==> config.mk <==
export PLATFORM = sky130hd
export DESIGN_NAME = firmware_block_upload_sender_flat
export DESIGN_NICKNAME = d
export VERILOG_FILES = /design/src/rtl/fbus_pkg.sv /design/src/rtl/fbus_in_if.sv /design/src/rtl/fbus_out_if.sv /design/src/rtl/firmware_block_upload_sender.sv /design/src/flat_wrapper.sv
export VERILOG_INCLUDE_DIRS = /design/src /design/src/rtl
export SDC_FILE = /design/constraint.sdc
export NUM_CORES = 1
export LEC_CHECK = 0
export ABC_AREA = 1
export BUFFER_PORTS_ARGS = -buffer_cell sky130_fd_sc_hd__buf_2
export CAP_MARGIN = 20
export CORE_MARGIN = 2
export CORE_UTILIZATION = 47
export DETAILED_ROUTE_END_ITERATION = 16
export MAX_ROUTING_LAYER = met4
export PLACE_DENSITY = 0.65
export RECOVER_POWER = 25
export REMOVE_ABC_BUFFERS = 1
export SYNTH_ARGS = -nofsm -noshare
export SYNTH_HDL_FRONTEND = slang
export SYNTH_SLANG_ARGS = --single-unit
==> constraint.sdc <==
create_clock -name clk -period 5.86 [get_ports clk]
set_input_delay 1.172 -clock clk [delete_from_list [all_inputs] [get_ports clk]]
set_output_delay 1.172 -clock clk [all_outputs]
set_load 0.02 [all_outputs]
==> src/rtl/firmware_block_upload_sender_macros.svh <==
// Assertion macros for the upload sender.
`ifndef FIRMWARE_BLOCK_UPLOAD_SENDER_MACROS_SVH
`define FIRMWARE_BLOCK_UPLOAD_SENDER_MACROS_SVH

`ifndef NO_ASSERTIONS
// Condition holds in the same cycle as the trigger.
`define FBUS_ASSERT_SAME(lbl, trig, cond) \
  lbl: assert property (@(posedge clk) disable iff (!rst_n) (trig) |-> (cond)) \
    else $error("assertion failed");
// Condition holds in the cycle after the trigger.
`define FBUS_ASSERT_NEXT(lbl, trig, cond) \
  lbl: assert property (@(posedge clk) disable iff (!rst_n) (trig) |=> (cond)) \
    else $error("assertion failed");
`else
`define FBUS_ASSERT_SAME(lbl, trig, cond)
`define FBUS_ASSERT_NEXT(lbl, trig, cond)
`endif

`endif

==> src/rtl/fbus_pkg.sv <==
package fbus_pkg;

  // Packet payload size; must be a power of two.
  localparam int CHUNK_BYTES = 2048;
  localparam int CHUNK_LOG2  = $clog2(CHUNK_BYTES);
  localparam int POS_W       = $clog2(CHUNK_BYTES + 4);
  localparam int LEN_W       = $clog2(CHUNK_BYTES + 1);
  localparam int PKT_W       = 32 - CHUNK_LOG2;
  localparam int CMD_LEN     = 15;
  localparam int CFG_IDX_W   = 1;

  localparam logic [2:0] OP_START = 3'd0;
  localparam logic [2:0] OP_SLOT  = 3'd1;
  localparam logic [2:0] OP_FILE  = 3'd2;
  localparam logic [2:0] OP_ACK   = 3'd3;
  localparam logic [2:0] OP_TICK  = 3'd4;

  localparam logic [2:0] ST_IDLE    = 3'd0;
  localparam logic [2:0] ST_SENDING = 3'd1;
  localparam logic [2:0] ST_WAITING = 3'd2;
  localparam logic [2:0] ST_SUCCESS = 3'd3;
  localparam logic [2:0] ST_FAILED  = 3'd4;

  localparam logic [CFG_IDX_W-1:0] REG_BAUD_WORD   = 1'd0;
  localparam logic [CFG_IDX_W-1:0] REG_ACK_TIMEOUT = 1'd1;

  localparam logic [31:0] BAUD_RESET    = 32'd460800;
  localparam logic [15:0] TIMEOUT_RESET = 16'd5000;

  localparam logic [7:0] BYTE_ACK  = 8'hAA;
  localparam logic [7:0] BYTE_SYNC = 8'hEE;
  localparam logic [7:0] BYTE_CMD  = 8'hF1;
  localparam logic [7:0] BYTE_TAIL = 8'hFC;
  localparam logic [7:0] BYTE_FILL = 8'hFF;

  typedef enum logic [2:0] {
    PH_IDLE,
    PH_CMD,
    PH_PKT,
    PH_WAIT,
    PH_OK,
    PH_FAIL
  } phase_t;

  typedef struct packed {
    logic [2:0]  operation;
    logic [31:0] file_size;
    logic [7:0]  data_byte;
    logic [7:0]  rx_first;
    logic [7:0]  rx_second;
  } in_item_t;

  typedef struct packed {
    logic        tx_valid;
    logic [7:0]  tx_byte;
    logic        want_file_byte;
    logic [2:0]  status;
    logic [7:0]  frame_number;
  } out_item_t;

endpackage

==> src/rtl/fbus_in_if.sv <==
interface fbus_in_if;
  logic              valid;
  logic              ready;
  fbus_pkg::in_item_t data;

  modport source (output valid, output data, input ready);
  modport sink   (input valid, input data, output ready);
endinterface

==> src/rtl/fbus_out_if.sv <==
interface fbus_out_if;
  logic               valid;
  logic               ready;
  fbus_pkg::out_item_t data;

  modport source (output valid, output data, input ready);
  modport sink   (input valid, input data, output ready);
endinterface

==> src/rtl/firmware_block_upload_sender.sv <==
// The result is registered at the edge where its item transfers
// and is offered on the output channel from the next cycle.
// Throughput: one item per cycle; an item is taken whenever the output register is
// empty or its result transfers in the same cycle, so only output stalls slow it.
// Reset: synchronous, active low; clears the upload state and loads the register
// defaults. No memory, no clearing pass.
`include "firmware_block_upload_sender_macros.svh"

module firmware_block_upload_sender (
  input  logic                                 clk,
  input  logic                                 rst_n,
  fbus_in_if.sink                              in_ch,
  fbus_out_if.source                           out_ch,
  input  logic                                 cfg_we,
  input  logic [fbus_pkg::CFG_IDX_W-1:0]       cfg_index,
  input  logic [31:0]                          cfg_wdata
);

  localparam int POS_W      = fbus_pkg::POS_W;
  localparam int LEN_W      = fbus_pkg::LEN_W;
  localparam int PKT_W      = fbus_pkg::PKT_W;
  localparam int CHUNK_LOG2 = fbus_pkg::CHUNK_LOG2;

  localparam logic [POS_W-1:0] POS_CMD_END = POS_W'(fbus_pkg::CMD_LEN);
  localparam logic [POS_W-1:0] POS_SUM_HI  = POS_W'(fbus_pkg::CHUNK_BYTES + 2);
  localparam logic [POS_W-1:0] POS_SUM_LO  = POS_W'(fbus_pkg::CHUNK_BYTES + 3);
  localparam logic [LEN_W-1:0] LEN_FULL    = LEN_W'(fbus_pkg::CHUNK_BYTES);

  // configuration
  logic [31:0] baud_r;
  logic [15:0] timeout_r;

  // upload state
  fbus_pkg::phase_t         phase_r, phase_nxt;
  logic [7:0]               frame_r, frame_nxt;
  logic [PKT_W:0]           sent_r, sent_nxt;
  logic [PKT_W-1:0]         full_r, full_nxt;
  logic [CHUNK_LOG2-1:0]    rem_r, rem_nxt;
  logic [31:0]              size_r, size_nxt;
  logic [POS_W-1:0]         pos_r, pos_nxt;
  logic [LEN_W-1:0]         len_r, len_nxt;
  logic [15:0]              sum_r, sum_nxt;
  logic [15:0]              timer_r, timer_nxt;

  logic                     tx_valid_nxt;
  logic [7:0]               tx_byte_nxt;

  logic                     out_valid_r;
  fbus_pkg::out_item_t      out_r, out_nxt;

  logic                     in_fire;
  logic                     due_now;
  logic                     due_nxt;
  logic [7:0]               cmd_sum;
  logic [7:0]               cmd_byte;
  logic [7:0]               nf;
  logic                     ack_ok;
  logic [7:0]               slot_byte;

  logic                     out_st_send;
  logic                     out_st_busy;
  logic                     ack_idle_fire;

  assign in_ch.ready  = !out_valid_r || out_ch.ready;
  assign in_fire      = in_ch.valid && in_ch.ready;
  assign out_ch.valid = out_valid_r;
  assign out_ch.data  = out_r;

  function automatic logic file_due(fbus_pkg::phase_t ph, logic [POS_W-1:0] p,
                                    logic [LEN_W-1:0] l);
    logic [POS_W-1:0] off;
    off = p - POS_W'(2);
    return (ph == fbus_pkg::PH_PKT) && (p >= POS_W'(2)) && (off < POS_W'(l));
  endfunction

  assign due_now = file_due(phase_r, pos_r, len_r);

  // command frame checksum over bytes 1..9
  assign cmd_sum = fbus_pkg::BYTE_CMD
                 + size_r[31:24] + size_r[23:16] + size_r[15:8] + size_r[7:0]
                 + baud_r[31:24] + baud_r[23:16] + baud_r[15:8] + baud_r[7:0];

  always_comb begin
    case (pos_r[3:0])
      4'd0:    cmd_byte = fbus_pkg::BYTE_SYNC;
      4'd1:    cmd_byte = fbus_pkg::BYTE_CMD;
      4'd2:    cmd_byte = size_r[31:24];
      4'd3:    cmd_byte = size_r[23:16];
      4'd4:    cmd_byte = size_r[15:8];
      4'd5:    cmd_byte = size_r[7:0];
      4'd6:    cmd_byte = baud_r[31:24];
      4'd7:    cmd_byte = baud_r[23:16];
      4'd8:    cmd_byte = baud_r[15:8];
      4'd9:    cmd_byte = baud_r[7:0];
      4'd10:   cmd_byte = cmd_sum;
      4'd12:   cmd_byte = fbus_pkg::BYTE_TAIL;
      default: cmd_byte = fbus_pkg::BYTE_FILL;
    endcase
  end

  always_comb begin
    if (pos_r == '0) begin
      slot_byte = frame_r;
    end else if (pos_r == POS_W'(1)) begin
      slot_byte = ~frame_r;
    end else if (pos_r < POS_SUM_HI) begin
      slot_byte = 8'h00;
    end else if (pos_r == POS_SUM_HI) begin
      slot_byte = ~sum_r[15:8];
    end else begin
      slot_byte = ~sum_r[7:0];
    end
  end

  assign nf     = frame_r + 8'd1;
  assign ack_ok = (in_ch.data.rx_first == fbus_pkg::BYTE_ACK) ||
                  ((in_ch.data.rx_first == nf) && (in_ch.data.rx_second == ~nf));

  // next state
  always_comb begin
    phase_nxt    = phase_r;
    frame_nxt    = frame_r;
    sent_nxt     = sent_r;
    full_nxt     = full_r;
    rem_nxt      = rem_r;
    size_nxt     = size_r;
    pos_nxt      = pos_r;
    len_nxt      = len_r;
    sum_nxt      = sum_r;
    timer_nxt    = timer_r;
    tx_valid_nxt = 1'b0;
    tx_byte_nxt  = 8'h00;

    case (in_ch.data.operation)
      fbus_pkg::OP_START: begin
        size_nxt  = in_ch.data.file_size;
        full_nxt  = in_ch.data.file_size[31:CHUNK_LOG2];
        rem_nxt   = in_ch.data.file_size[CHUNK_LOG2-1:0];
        frame_nxt = 8'd0;
        sent_nxt  = '0;
        pos_nxt   = '0;
        len_nxt   = '0;
        sum_nxt   = 16'd0;
        timer_nxt = 16'd0;
        phase_nxt = fbus_pkg::PH_CMD;
      end
      fbus_pkg::OP_SLOT: begin
        if (phase_r == fbus_pkg::PH_CMD) begin
          tx_valid_nxt = 1'b1;
          tx_byte_nxt  = cmd_byte;
          pos_nxt      = pos_r + POS_W'(1);
          if (pos_nxt >= POS_CMD_END) begin
            phase_nxt = fbus_pkg::PH_WAIT;
            timer_nxt = 16'd0;
          end
        end else if (phase_r == fbus_pkg::PH_PKT && !due_now) begin
          tx_valid_nxt = 1'b1;
          tx_byte_nxt  = slot_byte;
          if (pos_r < POS_SUM_HI) begin
            sum_nxt = sum_r + {8'h00, slot_byte};
          end
          pos_nxt = pos_r + POS_W'(1);
          if (pos_r >= POS_SUM_LO) begin
            sent_nxt  = sent_r + (PKT_W+1)'(1);
            phase_nxt = fbus_pkg::PH_WAIT;
            timer_nxt = 16'd0;
          end
        end
      end
      fbus_pkg::OP_FILE: begin
        if (due_now) begin
          tx_valid_nxt = 1'b1;
          tx_byte_nxt  = in_ch.data.data_byte;
          sum_nxt      = sum_r + {8'h00, in_ch.data.data_byte};
          pos_nxt      = pos_r + POS_W'(1);
        end
      end
      fbus_pkg::OP_ACK: begin
        if (phase_r == fbus_pkg::PH_WAIT && ack_ok) begin
          if ((in_ch.data.rx_first == nf) && (in_ch.data.rx_second == ~nf)) begin
            frame_nxt = nf;
          end
          // pick the next packet length or finish
          if (sent_r < {1'b0, full_r}) begin
            len_nxt   = LEN_FULL;
            phase_nxt = fbus_pkg::PH_PKT;
            pos_nxt   = '0;
            sum_nxt   = 16'd0;
          end else if (sent_r == {1'b0, full_r} && rem_r != '0) begin
            len_nxt   = LEN_W'(rem_r);
            phase_nxt = fbus_pkg::PH_PKT;
            pos_nxt   = '0;
            sum_nxt   = 16'd0;
          end else begin
            phase_nxt = fbus_pkg::PH_OK;
          end
        end
      end
      fbus_pkg::OP_TICK: begin
        if (phase_r == fbus_pkg::PH_WAIT) begin
          if (timer_r != 16'hFFFF) begin
            timer_nxt = timer_r + 16'd1;
          end
          if (timer_nxt >= timeout_r) begin
            phase_nxt = fbus_pkg::PH_FAIL;
          end
        end
      end
      default: begin
      end
    endcase
  end

  assign due_nxt = file_due(phase_nxt, pos_nxt, len_nxt);

  // result fields
  always_comb begin
    out_nxt.tx_valid       = tx_valid_nxt;
    out_nxt.tx_byte        = tx_byte_nxt;
    out_nxt.want_file_byte = due_nxt;
    out_nxt.frame_number   = frame_nxt;
    case (phase_nxt)
      fbus_pkg::PH_CMD:  out_nxt.status = fbus_pkg::ST_SENDING;
      fbus_pkg::PH_PKT:  out_nxt.status = fbus_pkg::ST_SENDING;
      fbus_pkg::PH_WAIT: out_nxt.status = fbus_pkg::ST_WAITING;
      fbus_pkg::PH_OK:   out_nxt.status = fbus_pkg::ST_SUCCESS;
      fbus_pkg::PH_FAIL: out_nxt.status = fbus_pkg::ST_FAILED;
      default:           out_nxt.status = fbus_pkg::ST_IDLE;
    endcase
  end

  always_ff @(posedge clk) begin
    if (!rst_n) begin
      baud_r    <= fbus_pkg::BAUD_RESET;
      timeout_r <= fbus_pkg::TIMEOUT_RESET;
    end else if (cfg_we) begin
      case (cfg_index)
        fbus_pkg::REG_BAUD_WORD:   baud_r    <= cfg_wdata;
        fbus_pkg::REG_ACK_TIMEOUT: timeout_r <= cfg_wdata[15:0];
        default: begin
        end
      endcase
    end
  end

  always_ff @(posedge clk) begin
    if (!rst_n) begin
      phase_r <= fbus_pkg::PH_IDLE;
      frame_r <= 8'd0;
      sent_r  <= '0;
      full_r  <= '0;
      rem_r   <= '0;
      size_r  <= 32'd0;
      pos_r   <= '0;
      len_r   <= '0;
      sum_r   <= 16'd0;
      timer_r <= 16'd0;
    end else if (in_fire) begin
      phase_r <= phase_nxt;
      frame_r <= frame_nxt;
      sent_r  <= sent_nxt;
      full_r  <= full_nxt;
      rem_r   <= rem_nxt;
      size_r  <= size_nxt;
      pos_r   <= pos_nxt;
      len_r   <= len_nxt;
      sum_r   <= sum_nxt;
      timer_r <= timer_nxt;
    end
  end

  // hold the result until the sink takes it
  always_ff @(posedge clk) begin
    if (!rst_n) begin
      out_valid_r <= 1'b0;
    end else if (in_fire) begin
      out_valid_r <= 1'b1;
    end else if (out_ch.ready) begin
      out_valid_r <= 1'b0;
    end
  end

  always_ff @(posedge clk) begin
    if (in_fire) begin
      out_r <= out_nxt;
    end
  end

  assign out_st_send   = (out_r.status == fbus_pkg::ST_SENDING);
  assign out_st_busy   = out_st_send || (out_r.status == fbus_pkg::ST_WAITING);
  assign ack_idle_fire = in_fire && (in_ch.data.operation == fbus_pkg::OP_ACK) &&
                         (phase_r != fbus_pkg::PH_WAIT);

  `FBUS_ASSERT_SAME(a_cmd_pos_range, phase_r == fbus_pkg::PH_CMD, pos_r < POS_CMD_END)
  `FBUS_ASSERT_SAME(a_tx_while_busy, out_valid_r && out_r.tx_valid, out_st_busy)
  `FBUS_ASSERT_SAME(a_want_only_sending, out_valid_r && out_r.want_file_byte, out_st_send)
  `FBUS_ASSERT_NEXT(a_ack_ignored, ack_idle_fire, $stable(frame_r) && $stable(phase_r))

endmodule

==> src/flat_wrapper.sv <==
// flat-port wrapper written by rule: the top's interface ports become plain ports
module firmware_block_upload_sender_flat 
  (clk, rst_n, cfg_we, cfg_index, cfg_wdata, in_ch_valid, in_ch_data, in_ch_ready, out_ch_valid, out_ch_data, out_ch_ready);
  fbus_in_if in_ch_i ();
  fbus_out_if out_ch_i ();
  input  logic clk;
  input  logic rst_n;
  input  logic cfg_we;
  input  logic [fbus_pkg::CFG_IDX_W-1:0] cfg_index;
  input  logic [31:0] cfg_wdata;
  input wire logic [$bits(in_ch_i.valid)-1:0] in_ch_valid;
  input wire logic [$bits(in_ch_i.data)-1:0] in_ch_data;
  output wire logic [$bits(in_ch_i.ready)-1:0] in_ch_ready;
  output wire logic [$bits(out_ch_i.valid)-1:0] out_ch_valid;
  output wire logic [$bits(out_ch_i.data)-1:0] out_ch_data;
  input wire logic [$bits(out_ch_i.ready)-1:0] out_ch_ready;
  assign in_ch_i.valid = in_ch_valid;
  assign in_ch_i.data = in_ch_data;
  assign in_ch_ready = in_ch_i.ready;
  assign out_ch_valid = out_ch_i.valid;
  assign out_ch_data = out_ch_i.data;
  assign out_ch_i.ready = out_ch_ready;
  firmware_block_upload_sender u_core (.clk(clk), .rst_n(rst_n), .in_ch(in_ch_i), .out_ch(out_ch_i), .cfg_we(cfg_we), .cfg_index(cfg_index), .cfg_wdata(cfg_wdata));
endmodule
Word level (Yosys, flattened, before mapping) --
Cells that the tools add are included.
Operators by class: $add $sub $neg 16, $lt $le $gt $ge 9, equal/unequal tests 41, mux-type cells 61, bitwise logic cells 5, reduce and logical (&&, ||, !) cells 28
Operator list (number):
- 16-bit two-way mux | 15
- 12-bit two-way mux | 9
- 8-bit case mux with 12 select lines | 1
- 8-bit two-way mux | 9
- 22-bit two-way mux | 3
- 16-bit case mux with 4 select lines | 1
- 8-bit adder | 7
- 12-bit case mux with 4 select lines | 1
- 16-bit case mux with 3 select lines | 1
- 22-bit case mux with 2 select lines | 1
- 16-bit by 8-bit adder with 16-bit output | 2
- 8-bit NOT | 4
- 8-bit case mux with 2 select lines | 2
- 3-bit two-way mux | 9
- 12-bit by 2-bit >= comparator with 1-bit output (second input constant) | 2
- 12-bit < comparator | 2
- 12-bit case mux with 2 select lines | 1
- 3-bit case mux with 4 select lines | 2
- 12-bit by 2-bit subtractor with 12-bit output (second input constant) | 2
- 22-bit by 1-bit adder with 22-bit output (second input constant) | 1
- 22-bit by 21-bit equality test with 1-bit output | 1
- 22-bit by 21-bit < comparator with 1-bit output | 1
- 3-bit by 2-bit equality test with 1-bit output (second input constant) | 6
- 16-bit by 1-bit adder with 16-bit output (second input constant) | 1
- other kinds (40) | 76
Storage, ports and cells: register bits 223, input bits 97, output and inout port bits 23, logic and storage cells 178

Longest topological paths before layout --
depth in word-level cells 11, mapped depth 33, mapped depth without buffers 33

Worst setup path before layout --
No wires, ideal clock.
path kind input to register, start point in in_ch_data[58], end point reg u_core.sum_r[14], library setup time 0.126 ns, arrival time 4.344 ns, data required time 5.734 ns, path slack 1.390 ns, cell stages on the path 25, path buffers 3, cells stage by stage buf_2 nor3_1 clkbuf_1 clkbuf_1 nand2_1 o21ai_0 ha_1 inv_1 fa_1 nor2_1 o21ai_0 nand2_1 nand2_1 inv_1 nor2_1 nor2_1 nor2_1 o21ai_0 nand2_1 nand2_1 nand3_1 nor3_2 nand2_1 nand2_1 a21oi_1
On the way: longest elaborated chain between the ends 3, elaborated cells on any way between the ends 13, classes of those cells eq/ne (9); mux (1); reduce/logical (3)
Ends and longest elaborated chain:
- start: declaration | RTL line flat_wrapper.sv:12 | input wire logic [$bits(in_ch_i.data)-1:0] in_ch_data;
- 3-bit by 2-bit equality test with 1-bit output (tied with other cells)
- 3-bit by 1-bit != test with 1-bit output (no source line) (tied with other cells)
- 8-bit AND reduction (no source line)
- end signal: assignment | RTL line firmware_block_upload_sender.sv:267 | sum_r <= sum_nxt;
- end: declaration | RTL line firmware_block_upload_sender.sv:42 | logic [15:0] sum_r, sum_nxt;
Several ways; a longest one is shown, not always the timed one. A chain may end at the register's enable or synchronous reset.

Worst setup path in the final report --
start point reg u_core.pos_r[3], end point reg u_core.out_r, in the netlist u_core.out_ch.data[11] (data pin)
On the way: longest elaborated chain between the ends 11, elaborated cells on any way between the ends 28, classes of those cells add/sub (3); order compare (6); eq/ne (1); mux (12); reduce/logical (6)
Ends and longest elaborated chain:
- start: declaration | RTL line firmware_block_upload_sender.sv:40 | logic [POS_W-1:0] pos_r, pos_nxt;
- start signal: assignment | RTL line firmware_block_upload_sender.sv:265 | pos_r <= pos_nxt;
- 12-bit by 2-bit subtractor with 12-bit output / 12-bit by 2-bit >= comparator with 1-bit output (equally long branches) | RTL line firmware_block_upload_sender.sv:72, firmware_block_upload_sender.sv:73
- 12-bit < comparator / 1-bit logical AND (equally long branches) | RTL line firmware_block_upload_sender.sv:73 | return (ph == fbus_pkg::PH_PKT) && (p >= POS_W'(2)) && (off < POS_W'(l));
- 1-bit logical AND | RTL line firmware_block_upload_sender.sv:73
- 1-bit zero test | RTL line firmware_block_upload_sender.sv:156 | end else if (phase_r == fbus_pkg::PH_PKT && !due_now) begin
- 1-bit logical AND | RTL line firmware_block_upload_sender.sv:156
- 12-bit two-way mux / 3-bit two-way mux (equally long branches) | RTL line firmware_block_upload_sender.sv:156
- 12-bit two-way mux / 3-bit two-way mux (equally long branches) | RTL line firmware_block_upload_sender.sv:148 | if (phase_r == fbus_pkg::PH_CMD) begin
- 12-bit case mux with 4 select lines / 3-bit case mux with 4 select lines (equally long branches) | RTL line firmware_block_upload_sender.sv:134 | case (in_ch.data.operation)
- 12-bit by 2-bit subtractor with 12-bit output (tied with other cells) | RTL line firmware_block_upload_sender.sv:72 | off = p - POS_W'(2);
- 12-bit < comparator / 1-bit logical AND (equally long branches) | RTL line firmware_block_upload_sender.sv:73
- 1-bit logical AND (*) | RTL line firmware_block_upload_sender.sv:73
- named net u_core.due_nxt | RTL line firmware_block_upload_sender.sv:53 | logic due_nxt;
- end signal: assignment | RTL line firmware_block_upload_sender.sv:285 | out_r <= out_nxt;
- end: declaration | RTL line firmware_block_upload_sender.sv:49 | fbus_pkg::out_item_t out_r, out_nxt;
Mark *: on every way through the listed nets, which the timed path passes. The rest lies on a longest branch.

==> metrics.md <==
| Metric | Value |
|---|---|
| Status | complete, but fails checks |
| Violated checks | max-capacitance violations, max-slew violations |
| H-tree Lvls | 4 |
| First-pass GRT wire length | 69.4 mm |
| Synth unique cells | 63 |
| Portion of netlist area occupied by mux cells | 0% |
| CP dominant cell by count | nand2_1 |
| Max-slew violation count | 173 |
| Synth Warn # | 0 |
| Initial Util | 47.5% |
| TritonCTS clock tree | done |
| Critical Path End Type | register |
| Hold_buf cts | 0 |
| Worst path slowest cell | dfxtp_1 |
| Antenna diode count | 0 |
| WL per Instance | 17.2 um |
| Global route total overflow | 0 |
| Initial antenna violation count | 0 |
| Largest net degree at the start of global routing | 85 |
| Setup Buffers After CTS | 0 |
| Top cell type's share of synthesized area | 23.5% |
| Final HPWL DP | 33.9 mm |
| Critical-path maximum fanout | 14 |
| Worst IR Drop VDD | 198 uV |
| Nature of the critical path startpoint | register |
| Worst-margin pin slew | 3.39 ns |
| CP max stage delay | 0.48 ns |
| Vias in the first global route | 13003 |
| DR DRC count | 0 |
| Dpl cells | 2494 |
| Top post-synthesis cells by area | dfxtp_1 (24%), nand2_1 (8.9%), inv_1 (8.1%) |
| Clock transition at path regs | 0.08 ns |
| Vias per inst | 5.44 |
| Worst setup startpoint | u_core.pos_r[3]$_SDFFE_PN0P_ |
| Async SR Flop Fraction | 0% |
| Clock buffer depth | 2 |
| Count leader, synth | nand2_1 |
| Leakage | 7.21 nW |
| Root Driver | clkbuf_16 |
| Mapped cell area | 0.0145 sq mm |
| FMAX | 190 MHz |
| Final hold vios | 0 |
| Vias | 13759 |
| Post-synth EDFFs | 21 |
| Final Critical Period | 5.28 ns |
| FF+latch count, synth | 191 |
| Hold wc startpoint | u_core.timeout_r[15]$_SDFFE_PN0P_ |
| CP required | 6.17 ns |
| Unrepaired setup endpoints after global routing | no |
| Synth Area in XOR/XNOR | 3.20% |
| Post-Layout Cell Count | 2527 |
| GRT met2 Usage | 46.2% |
| Final WL | 43.5 mm |
| Met1 Usage GRT | 38.2% |
| Final setup viols | 0 |
| Layout area overhead | 10.3% |
| PortBufs | 119 |
| Max_cap viols | 3 |
| WP data arrival | 5.59 ns |
| Sequential cell area fraction in the yosys report | 27.9% |
| Full die area | 0.0322 sq mm |
| Setup Crit Path Kind | register to register |
| Synth cell count leaders | nand2_1 (342), inv_1 (312), o21ai_0 (186) |
| Cells after synthesis | 2030 |
| Setup_tns | 0 ns |
| Most used routing layer | met2 |
| Clk_lat worst skew | 0.46 ns |
| FP Rows | 64 |
| DRT Pass-1 Iters | 5 |
| Pwr dens | 242 mW/mm^2 |
| Met3 usage | 3.44% |
| Overall Global Routing Usage | 28.6% |
| Adder-cell share of the synthesized area | 13.4% |
| Max_slew headroom | -126% |
| Io pins | 120 |
| Compound-gate portion of the synthesized area | 20.2% |
| Routed Antenna Nets | 0 |
| Fin Clk Skew | 0.0104 ns |
| Tcrit/Tclk final | 90.0% |
| Synth Area in Simple Gates | 24.4% |
| Layout cells sized above 1 | 11.5% |
| Core footprint | 0.0304 sq mm |
| Fin nets | 2347 |
| Post-CTS sizing | 0 |
| Final GP Congestion | 0.975 |
| Die Ht | 179 um |
| Area leader, netlist | dfxtp_1 |
| Clock sink total | 191 |
| CTS buffer count | 17 |
| Number of DRC markers in iteration 0 | 1149 |
| Die X | 179 um |
| Reg-to-Reg Start | u_core.pos_r[3]$_SDFFE_PN0P_ |
| Syn_area_per_cell | 7.12 sq um |
| Largest family of logic cells by synthesized area | simple AND/OR/NAND/NOR gates |
| Main synth FF type | dfxtp_1 |
| Hold Path Class | register to register |
| Util after Layout | 52.4% |
cell families (layout without fill, tap and decap cells):
family | Yosys count | after routing
xor gates and xnor gates | 52 | 52
buffers and inverters | 402 | 503
and+or+nand+nor | 751 | 751
AOI/OAI and AO/OA | 502 | 502
DFF | 191 | 191
adders and majority gates | 132 | 132
where the power goes:
group / switching [W] / internal, W
Combinational: 0.000765 / 0.000463
Clock: 0.000582 / 0.000601
Sequential: 0.0000609 / 0.00139
Total: 0.00141 / 0.00246
critical path, delay by kind of cell, from the launching register on:
| family | cells | cell delay, ns |
|---|---|---|
| xor gates and xnor gates | 1 | 0.16 |
| buffers and inverters | 2 | 0.21 |
| DFF | 1 | 0.48 |
| and+or+nand+nor | 17 | 2.11 |
| adders and majority gates | 3 | 0.78 |
| AOI/OAI and AO/OA | 7 | 1.38 |
metal layers:
metal,part of all wire [%],up-vias
met5,0,-
met4,2.2,0
met3,5.2,59
met2,46,411
met1,47,6350
li1,-,6939
registers in the layout, indices dropped and copies added, names as in the netlist:
signal and cells:
u_core.baud_r 32, u_core.frame_r 8, u_core.full_r 21, u_core.len_r 12, u_core.out_ch.data 21, u_core.out_ch.valid 1, u_core.phase_r 3, u_core.pos_r 12
u_core.rem_r 10, u_core.sent_r 22, u_core.size_r 1, u_core.sum_r 16, u_core.timeout_r 16, u_core.timer_r 16
per-stage QoR:
stage / setup WS (ns) / hold WS (ns) / cell area [sq um] / power (W)
finish: 0.585 / 0.470 / 16000 / 0.00386
CTS: 0.626 / 0.469 / 16000 / 0.00388
detailed placement: 0.658 / 0.458 / 15400 / 0.00270
global placement: 0.865 / 0.449 / 15400 / 0.00267
floorplan: 0.912 / 0.435 / 14100 / 0.00235
global route: 0.0788 / 0.497 / 16000 / 0.00411
area by class of cell:
| type | instances | area [sq um] |
|---|---|---|
| Clock buffer | 17 | 425 |
| Clock inverter | 15 | 153 |
| Fill cell | 3096 | 14500 |
| Inverter | 330 | 1250 |
| Multi-Input combinational cell | 1437 | 8850 |
| Sequential cell | 191 | 4030 |
| Tap cell | 396 | 495 |
| Timing Repair Buffer | 141 | 741 |
final timing paths:
path	slack, ns	cells after the start	end
setup / recovery	0.58	30	u_core.out_ch.data[11]$_DFFE_PP_
setup reg to reg	0.58	30	u_core.out_ch.data[11]$_DFFE_PP_
hold reg to reg	0.47	2	u_core.timeout_r[15]$_SDFFE_PN0P_
hold / removal	0.47	2	u_core.timeout_r[15]$_SDFFE_PN0P_
cells in the final DEF, fill, tap and decap left out, drive strengths merged, types with 2 or more instances in the layout:
| cell type | n |
|---|---|
| dfxtp | 170 |
| ha | 93 |
| or2 | 3 |
| xnor2 | 14 |
| o2111ai | 3 |
| nand3 | 90 |
| buf | 115 |
| clkbuf | 43 |
| a2111oi | 2 |
| nand2 | 361 |
| a221oi | 11 |
| o21a | 3 |
| a211oi | 27 |
| a32o | 3 |
| a21oi | 176 |
| inv | 334 |
| edfxtp | 21 |
| o211ai | 40 |
| o31ai | 3 |
| o21ai | 212 |
| xor2 | 38 |
| clkinv | 9 |
| a31oi | 8 |
| nor2 | 191 |
| o22ai | 9 |
| nand3b | 8 |
| nand4 | 36 |
| nor4 | 14 |
| fa | 39 |
| o311ai | 2 |
| nor3 | 45 |
Note: power is estimated with default switching activity, not from simulation.
